File: src/rtl/core/npc_pkg.sv
`timescale 1ns / 1ps
// ----------------------------------------------------------------------------
// npc_pkg
// Types, codes and helpers shared by the nearest palette color core.
// ----------------------------------------------------------------------------
package npc_pkg;

  localparam int CHAN_W    = 8;
  localparam int INDEX_W   = 8;
  localparam int LEN_W     = 9;
  localparam int CFG_IDX_W = 2;
  localparam int DIST_W    = 18;

  localparam logic [DIST_W-1:0] START_DISTANCE = 18'd200000;

  localparam logic ACT_WRITE = 1'b0;
  localparam logic ACT_QUERY = 1'b1;

  localparam logic [CFG_IDX_W-1:0] REG_COLORS_USED      = 2'd0;
  localparam logic [CFG_IDX_W-1:0] REG_COLORS_IMPORTANT = 2'd1;

  typedef struct packed {
    logic [CHAN_W-1:0] blue;
    logic [CHAN_W-1:0] green;
    logic [CHAN_W-1:0] red;
  } rgb_t;

  typedef struct packed {
    logic [CHAN_W-1:0] alpha;
    logic [CHAN_W-1:0] blue;
    logic [CHAN_W-1:0] green;
    logic [CHAN_W-1:0] red;
  } rgba_t;

  typedef struct packed {
    logic               action;
    logic [INDEX_W-1:0] entry_index;
    logic [CHAN_W-1:0]  red;
    logic [CHAN_W-1:0]  green;
    logic [CHAN_W-1:0]  blue;
    logic [CHAN_W-1:0]  alpha;
  } req_t;

  typedef struct packed {
    logic [INDEX_W-1:0] nearest_index;
  } rsp_t;

  // search token walking down the row of cells
  typedef struct packed {
    logic               valid;
    logic               done;
    rgb_t               color;
    logic [DIST_W-1:0]  best;
    logic [INDEX_W-1:0] pick;
  } token_t;

  function automatic logic [2*CHAN_W-1:0] sq_diff(input logic [CHAN_W-1:0] p,
                                                  input logic [CHAN_W-1:0] q);
    logic [CHAN_W-1:0] d;
    d = (p > q) ? (p - q) : (q - p);
    return (2*CHAN_W)'(d) * (2*CHAN_W)'(d);
  endfunction

endpackage

File: src/rtl/core/npc_cell.sv
`timescale 1ns / 1ps
// ----------------------------------------------------------------------------
// npc_cell
// One palette entry with its distance unit; updates the passing search token.
// ----------------------------------------------------------------------------
module npc_cell #(
  parameter int CELL_INDEX = 0
) (
  input  logic                        clk,
  input  logic                        rst,
  input  logic                        advance,
  input  logic [npc_pkg::LEN_W-1:0]   scan_len,
  input  logic                        wr_en,
  input  npc_pkg::rgb_t               wr_color,
  input  npc_pkg::token_t             tok_in,
  output npc_pkg::token_t             tok_out
);

  localparam logic [npc_pkg::LEN_W-1:0] MY_INDEX = npc_pkg::LEN_W'(CELL_INDEX);

  npc_pkg::rgb_t                  entry;
  npc_pkg::token_t                tok_next;
  logic [npc_pkg::DIST_W-1:0]     sq_sum;
  logic                           active;

  always_comb begin
    sq_sum = npc_pkg::DIST_W'(npc_pkg::sq_diff(entry.red, tok_in.color.red))
           + npc_pkg::DIST_W'(npc_pkg::sq_diff(entry.green, tok_in.color.green))
           + npc_pkg::DIST_W'(npc_pkg::sq_diff(entry.blue, tok_in.color.blue));
    active = tok_in.valid && !tok_in.done && (MY_INDEX < scan_len);
    tok_next = tok_in;
    if (active) begin
      if (sq_sum == '0) begin
        tok_next.done = 1'b1;
        tok_next.pick = MY_INDEX[npc_pkg::INDEX_W-1:0];
      end else if (sq_sum < tok_in.best) begin
        tok_next.best = sq_sum;
        tok_next.pick = MY_INDEX[npc_pkg::INDEX_W-1:0];
      end
    end
  end

  always_ff @(posedge clk) begin
    if (rst) begin
      entry <= '0;
    end else if (wr_en) begin
      entry <= wr_color;
    end
  end

  always_ff @(posedge clk) begin
    if (rst) begin
      tok_out <= '0;
    end else if (advance) begin
      tok_out <= tok_next;
    end
  end

endmodule

File: config.mk
export PLATFORM = sky130hd
export DESIGN_NAME = npc_cell
export DESIGN_NICKNAME = d
export VERILOG_FILES = /design/src/rtl/core/npc_pkg.sv /design/src/rtl/core/npc_cell.sv
export SDC_FILE = /design/constraint.sdc
export NUM_CORES = 1
export LEC_CHECK = 0
export ABC_AREA = 0
export BUFFER_PORTS_ARGS = -buffer_cell sky130_fd_sc_hd__buf_4
export CAP_MARGIN = 20
export CORE_MARGIN = 10
export CORE_UTILIZATION = 61
export DETAILED_ROUTE_END_ITERATION = 6
export PLACE_DENSITY = 0.83
export SYNTH_ARGS = -nofsm -noshare
export SYNTH_HDL_FRONTEND = slang
export SYNTH_SLANG_ARGS = --single-unit
File: constraint.sdc
create_clock -name clk -period 13.5 [get_ports clk]
set_input_delay 2.025 -clock clk [delete_from_list [all_inputs] [get_ports clk]]
set_output_delay 2.025 -clock clk [all_outputs]
set_load 0.02 [all_outputs]
### Word level (Yosys, flattened, before mapping)

Cells that the tools add are included.

| word-level totals | value |
|---|---|
| register bits after elaboration | 76 |
| input port bits | 89 |

| cells by class | value |
|---|---|
| $add $sub $neg | 8 |
| $mul | 3 |
| magnitude comparators | 5 |
| mux-type cells | 9 |
| reductions and logical operators | 4 |

Operator list:

| operator | number |
|---|---|
| 26-bit 2-to-1 mux | 2 |
| 8-bit by 8-bit multiplier with 16-bit output | 3 |
| 8-bit subtractor | 6 |
| 8-bit 2-to-1 mux | 4 |
| 8-bit > comparator | 3 |
| 17-bit by 16-bit adder with 18-bit output | 1 |
| 18-bit logical NOT | 1 |
| 18-bit less-than comparator | 1 |
| 18-bit 2-to-1 mux | 1 |
| 16-bit by 16-bit adder with 17-bit output | 1 |
| 1-bit by 9-bit less-than comparator with 1-bit output, first input constant | 1 |
| 1-bit logical AND | 2 |
| 1-bit 2-to-1 mux | 2 |
| 1-bit logical NOT | 1 |

### Logic depth before layout (Yosys ltp)

Gate-level depths: netlist of run 1.

| logic depth | value |
|---|---|
| depth after elaboration | 9 |
| depth in mapped cells | 44 |
| depth with buffers taken out | 42 |

### Worst setup path after synthesis of run 1

Ideal clock, no wire load.

| timing path | value |
|---|---|
| path kind | in2reg |
| start point | input tok_in[41] in the netlist's numbering |
| end point | register tok_out[20] in the netlist's numbering |
| setup time | 0.088 ns |
| data arrival time | 12.080 ns |
| path slack | 1.332 ns |
| stages | 38 |
| path buffers | 4 |
| cells stage by stage | inv_1 > ha_1 > clkbuf_1 > nand4_1 > or3_1 > clkbuf_1 > a31o_2 > o31ai_1 > o221ai_1 > a21oi_1 > o311ai_1 > nand2b_1 > fa_1 > inv_1 > fa_1 > fa_1 > fa_1 > fa_1 > [2 not listed] > fa_1 > inv_1 > ha_1 > and3_1 > clkbuf_1 > nand2_1 > a21o_1 > a211o_1 > xnor2_2 > ha_1 > a21o_1 > a21oi_1 > o211ai_1 > a31oi_1 > o41a_1 > buf_6 > nand2_1 > a311oi_2 |

| on the way | value |
|---|---|
| word-level cells in the longest chain between the ends | 9 |
| elaborated cells on any way between the ends | 12 |
| those cells by class | add/sub: 4; mul: 1; order compare: 2; mux: 4; reduce/logical: 1 |

RTL lines:

| item | line | text |
|---|---|---|
| start: declaration | npc_cell.sv:15 | `input npc_pkg::token_t tok_in,` |
| 8-bit subtractor or 8-bit > comparator (tied branches) | npc_pkg.sv:60 | `d = (p > q) ? (p - q) : (q - p);` |
| 8-bit 2-to-1 mux * | npc_pkg.sv:60 |  |
| 8-bit by 8-bit multiplier with 16-bit output * | npc_pkg.sv:61 | `return (2*CHAN_W)'(d) * (2*CHAN_W)'(d);` |
| 16-bit by 16-bit adder with 17-bit output * | npc_cell.sv:28 | `+ npc_pkg::DIST_W'(npc_pkg::sq_diff(entry.green, tok_in.color.green))` |
| 17-bit by 16-bit adder with 18-bit output * | npc_cell.sv:29 | `+ npc_pkg::DIST_W'(npc_pkg::sq_diff(entry.blue, tok_in.color.blue));` |
| 18-bit less-than comparator | npc_cell.sv:36 | `end else if (sq_sum < tok_in.best) begin` |
| 26-bit 2-to-1 mux | npc_cell.sv:36 |  |
| 18-bit 2-to-1 mux * | npc_cell.sv:33 | `if (sq_sum == '0) begin` |
| 26-bit 2-to-1 mux * | npc_cell.sv:32 | `if (active) begin` |
| end signal: assignment | npc_cell.sv:55 | `tok_out <= tok_next;` |
| end: declaration | npc_cell.sv:16 | `output npc_pkg::token_t tok_out` |

Mark *: on every way between the ends. The rest lies on a longest branch, timed or not.
A chain may end at the register's enable or synchronous reset.

### Final worst setup path of run 1

| timing path | value |
|---|---|
| start point | input tok_in[33] in the netlist's numbering |
| end point | register tok_out[13] in the netlist's numbering |

Same word-level chain as after synthesis.

==> results.md, run 1 <==
- Antenna violations before repair: 0
- Clock Sink Count: 76
- Max Slew Vio Count: 0
- DR WL/cell: ~17 µm
- Wirelength, routed: roughly 27 mm
- EDFF count, synth: 0
- H-tree Lvls: 3
- Routability Congestion: about 1
- Asr flop ratio synth: 0%
- MaxCap Viol Count: 0
- Slowest cell on the critical path: xor2_1
- Count of unique library cells instantiated by Yosys: roughly 80
- Gr usage total: between 20% and 30%
- Gr ovfl total: 0
- Core box area: 0.0180 mm²
- Crit path depth: 34
- Mapped Area: between 0.01 and 0.015 mm²
- CP Capture Point: tok_out[13]
- Fillers: between 1,000 and 1,500
- Port Buf Inserts: between 100 and 150
- Status: completed
- Crit path buffers/inverters: 6
- CP max FO: 16
- Worst-skew pair later-pin latency: roughly 0.36 ns
- Final period utilization: about nine tenths
- Syn-to-layout area delta: 13.8%
- Via count: approximately 9,400
- Worst setup SP type: input pin
- Die ar.: between 0.02 and 0.025 mm²
- Ys Warns: 0
- # IOs: ~140
- Mapped Nets: roughly 1,600
- HPWL Detailed: around 23 mm
- Sequential share of the synthesized area: roughly 14%
- Pin count of the biggest net entering global routing: 73
- R2R cell count: 36
- Final setup viols: 0
- Clock slew at reported path FFs: 0.07 ns
- Critical Path Sink Type: flop
- TritonRoute pass-1 iters: 5
- Clock root buffer: clkbuf_16
- DRC: 0
- Die X: 155 µm
- Synth Area per Inst: just under 9 µm²
- Tmin final: ~12 ns
- Worst hold stages: 2
- Die Ht: 155 µm
- Vias per cell: 5.75
- FF-to-FF End: tok_out[13]
- Setup Buffers After CTS: 0
- Fin area: about 0.013 mm²
- DR iter-0 viols: approximately 630
- Worst setup startpoint: tok_in[33]
- RSZ-0062 raised after global routing: false
- Most used DFF post-synth: dfxtp_1
- RR Startpoint: entry[0]
- Highest clock rate: 80.7 MHz
- Worst-margin pin slew: about 1.0 ns
- Synth Register Bits: 76
- CTS max path bufs: 2
- Final Hold Fails: 0
- Share of cells above drive strength 1: 14.9%
- Fin Clk Skew: ~0.010 ns
- Setup CP Type: in -> reg
- TritonCTS clock tree: yes
- Synthesized instance count: 1,278
- DP Area: about 0.012 mm²
- HP Class: reg -> reg
- Hold-fix buffers, CTS: 0
- Final #Nets: 1,764
- R2R Setup Slk: 2.51 ns
- CP max stage delay: around 0.81 ns
- First-pass GRT wire length: between 40 and 50 mm
- Final TNS setup: 0 ns
- Critical Path Most Common Cell: fa_1
- WP data arrival: around 13 ns
- Vias in the first global route: 9,787
- Slew headroom: 31.3%
- Post-CTS resize count: 0
- TritonCTS Buffers: 9
- DRT antenna net count: 0
- Critical path's top delay family: adder cells
- Worst EP required: between 10 and 15 ns
- Row cnt: 49
- Ant. Diodes: 0
- Initial Util: between 60 and 70%
## layer usage
layer	routed length, µm	GRT usage (%)
met1	11300	28.4
met2	13700	39.7
met3	1810	4.82
met4	601	7.04
met5	0	0
## layout make-up
class	count	area (µm²)	share of cell area, %
clock buffer	9	225	1.77
inverter	256	961	7.55
clock inverter	7	90.1	0.708
timing repair buffer	152	1140	8.97
tap	229	287	2.25
multi-input combinational	907	8490	66.8
sequential	76	1520	12.0
## worst register-to-register path: cells and delay by family, from the launching register on
family,cells,cell delay (ns)
compound gates,11,3.06
xor+xnor,2,1.37
fa+ha+maj,11,4.38
buf+inv,6,0.36
flops,1,0.36
simple gates,6,1.36
## state kept, by name, summed over array words and instances, names as in the netlist
name and flops:
tok_out 52, entry 24
## Yosys cell counts (7+ instances only)
cell type	n	area (µm²)
a311oi_2	7	105
clkbuf_1	25	93.8
nand4_1	10	62.6
nor2_1	133	499
a21o_1	19	143
fa_1	135	2700
inv_1	254	953
and3_1	13	81.3
a211oi_1	7	52.6
a22o_1	8	70.1
a21oi_1	39	195
mux2i_1	68	681
dfxtp_1	76	1520
nand2_2	7	43.8
nor3_1	27	135
and2_1	14	87.6
xor2_1	8	70.1
o21ai_0	15	75.1
nand2_1	73	274
nand3_1	28	140
xnor2_1	14	123
or3_1	9	56.3
a311oi_1	7	61.3
nand2b_1	16	100
ha_1	138	1730
## cells by family (layout without fill, tap and decap cells)
kind of cell,after synthesis,in the layout,share of synthesized area [%]
and+or+nand+nor,356,356,15.0
buffers and inverters,295,424,10.4
adders and majority gates,273,273,39.6
AOI/OAI and AO/OA,181,181,12.8
DFF,76,76,13.6
muxes,74,74,6.69
xor gates and xnor gates,23,23,1.87
## cell usage in the layout (no fill, tap or decap), drive strengths merged, types with 10 or more instances in the layout
| cell type | synthesis | layout |
|---|---|---|
| ha | 138 | 138 |
| fa | 135 | 135 |
| nand4 | 10 | 10 |
| dfxtp | 76 | 76 |
| nand3 | 28 | 28 |
| a311oi | 14 | 14 |
| mux2i | 68 | 68 |
| nor2 | 133 | 133 |
| nand2b | 16 | 16 |
| and2 | 14 | 14 |
| nor3 | 27 | 27 |
| o21ai | 16 | 16 |
| inv | 255 | 260 |
| nand2 | 80 | 80 |
| xnor2 | 15 | 15 |
| buf | 11 | 152 |
| and3 | 13 | 13 |
| a21o | 19 | 19 |
| a21oi | 39 | 39 |
## per-stage QoR
| stage | util, % | setup WS [ns] | std cells | hold WS, ns |
|---|---|---|---|---|
| 2_1_floorplan | - | 1.33 | 1278 | 0.465 |
| 3_3_place_gp | 68.8 | 1.11 | 1620 | 0.456 |
| 3_5_place_dp | 68.8 | 0.943 | 1620 | 0.464 |
| 4_1_cts | 70.6 | 1.23 | 1636 | 0.473 |
| 5_1_grt | 70.6 | 0.246 | 1636 | 0.500 |
| 6_report | 70.6 | 1.11 | 1636 | 0.470 |
## worst min path at each step
stage | to | slack, ns | from
final | tok_out[18] | 0.47 | tok_out[18]
after detailed placement | tok_out[18] | 0.46 | tok_out[18]
after CTS | tok_out[18] | 0.47 | tok_out[18]
after global placement | tok_out[18] | 0.46 | tok_out[18]
after floorplan | entry[15] | 0.46 | entry[15]
after global routing | tok_out[18] | 0.50 | tok_out[18]
Power of run 1 is left out: the tool's default activity adds up to more than one toggle a clock period on the data nets, which glitch-free logic cannot reach.
==> run 2, diff against run 1 <==
Settings changed: CORE_ASPECT_RATIO from default to 1.25.
==> results.md, run 2 (synthesis gave the netlist of run 1 again) <==
- Post-CTS resize count: 0 (unchanged)
- DRT antenna net count: 0 (unchanged)
- Most frequent cells in the layout: inv_1, buf_4, ha_1, fa_1, nor2_1
- TritonRoute pass-1 iters: 7 (+2)
- Final setup viols: 0 (unchanged)
- H-tree Lvls: 3 (unchanged)
- Fin area: 0.0127 mm² (about the same)
- DRC: 0 (unchanged)
- Most flops, register: tok_out
- Clock Sink Count: 76 (unchanged)
- Syn-to-layout area delta: 13.7% (about the same)
- Wirelength, routed: 27.3 mm (-0.55%)
- Fin Clk Skew: 0.00644 ns (-0.00362 ns)
- Status: completed
- RSZ-0062 raised after global routing: false
- First-pass GRT wire length: 45.7 mm (-1.4%)
- CP max FO: 16 (unchanged)
- Tmin final: 12.54 ns (+0.151 ns)
- Port Buf Inserts: 140 (unchanged)
- Final Hold Fails: 0 (unchanged)
- Final period utilization: 92.9% (+1.1 points)
- Via count: 9,324 (-0.92%)
- DP Area: 0.0124 mm² (about the same)
- Gr ovfl total: 0 (unchanged)
- Initial Util: 61.8% (-0.25 points)
- Share of cells above drive strength 1: 15.0% (+0.071 points)
- Slowest cell on the critical path: o41a_1
- Final setup margin: 0.960 ns (-0.151 ns)
- Die ar.: 0.0242 mm² (+0.14%)
- Antenna violations before repair: 0 (unchanged)
- Row cnt: 55 (+12%)
- MaxCap Viol Count: 0 (unchanged)
- Max Slew Vio Count: 0 (unchanged)
- Routability Congestion: 0.985 (-1.8%)
- Setup Buffers After CTS: 0 (unchanged)
- Worst-margin pin slew: 1.03 ns (+0.00337 ns)
- Critical Path Most Common Cell: fa_1
- Vias in the first global route: 9,815 (+0.29%)
- Ant. Diodes: 0 (unchanged)
- CTS max path bufs: 2 (unchanged)
- Gr usage total: 22.7% (-0.37 points)
- Worst setup SP type: input pin
- Hold Slack: 0.469 ns (-0.00113 ns)
- HP Class: reg -> reg
- Largest register FFs: 52 (unchanged)
- Clock root buffer: clkbuf_16
- Die Ht: 171 µm (+10%)
- Most common cell after layout, fill and taps aside: inv_1
- WP data arrival: 12.78 ns (+0.15 ns)
- # IOs: 141 (unchanged)
- Clock slew at reported path FFs: 0.07 ns (about the same)
- Hold-fix buffers, CTS: 0 (unchanged)
- Pin count of the biggest net entering global routing: 73 (unchanged)
- Slew headroom: 31.0% (-0.23 points)
- DR iter-0 viols: 496 (-21%)
- Worst-skew pair later-pin latency: 0.35 ns (about the same)
- Vias per cell: 5.70 (-0.86%)
- Final TNS setup: 0 ns (unchanged)
- Core box area: 0.0181 mm² (+0.41%)
- Largest registers: tok_out (52), entry (24)
- Die X: 141 µm (-9.2%)
- Critical Path Sink Type: flop
- CP max stage delay: 0.64 ns (-0.17 ns)
- TritonCTS clock tree: yes
- Worst EP required: 13.74 ns (about the same)
- HPWL Detailed: 23.1 mm (+1.6%)
- Highest clock rate: 79.7 MHz (-1.2%)
- Placement Setup Slack: 0.648 ns (-0.296 ns)
- Final #Nets: 1,764 (unchanged)
- Setup CP Type: in -> reg
- TritonCTS Buffers: 9 (unchanged)
- DR WL/cell: 16.7 µm (-0.49%)
## run 2: stage by stage
step | utilization (%) | std cells
global route | 70.3 | 1635
CTS | 70.2 | 1634
floorplan | - | 1278
global placement | 68.5 | 1618
finish | 70.3 | 1635
detailed placement | 68.5 | 1618
## run 2: final timing paths
| check | startpoint | endpoint | slack (ns) | cells after the start |
|---|---|---|---|---|
| worst max-delay path | tok_in[49] | tok_out[13] | 0.96 | 34 |
| worst min-delay path | tok_out[18] | tok_out[18] | 0.47 | 2 |
| worst max register to register | entry[0] | tok_out[13] | 2.40 | 37 |
| worst min register to register | tok_out[18] | tok_out[18] | 0.47 | 2 |
## run 2: final cells by class
class / instances / area [µm²]
inverters: 256 / 961
well taps: 228 / 285
clock inverters: 7 / 82.6
fillers: 1378 / 5380
flip-flops and latches: 76 / 1520
clock buffers: 9 / 225
multi-input cells: 907 / 8500
repair buffers: 152 / 1140
## run 2: critical path, delay by kind of cell
kind	cells	cell delay, ns
fa+ha+maj	10	4.73
compound gates	9	2.23
simple gates	6	1.81
mux	2	0.79
xor+xnor	1	0.63
buf+inv	6	0.55
## run 2: routing by layer
metal  part of all wire, %  up-vias  track usage (%)
li1                      -     4460                -
met1                    39     4561             26.5
met2                    54      264             41.9
met3                   4.9       39             3.64
met4                   1.8        0             6.16
met5                     0        -                0
Power of run 2 is left out for the same reason.
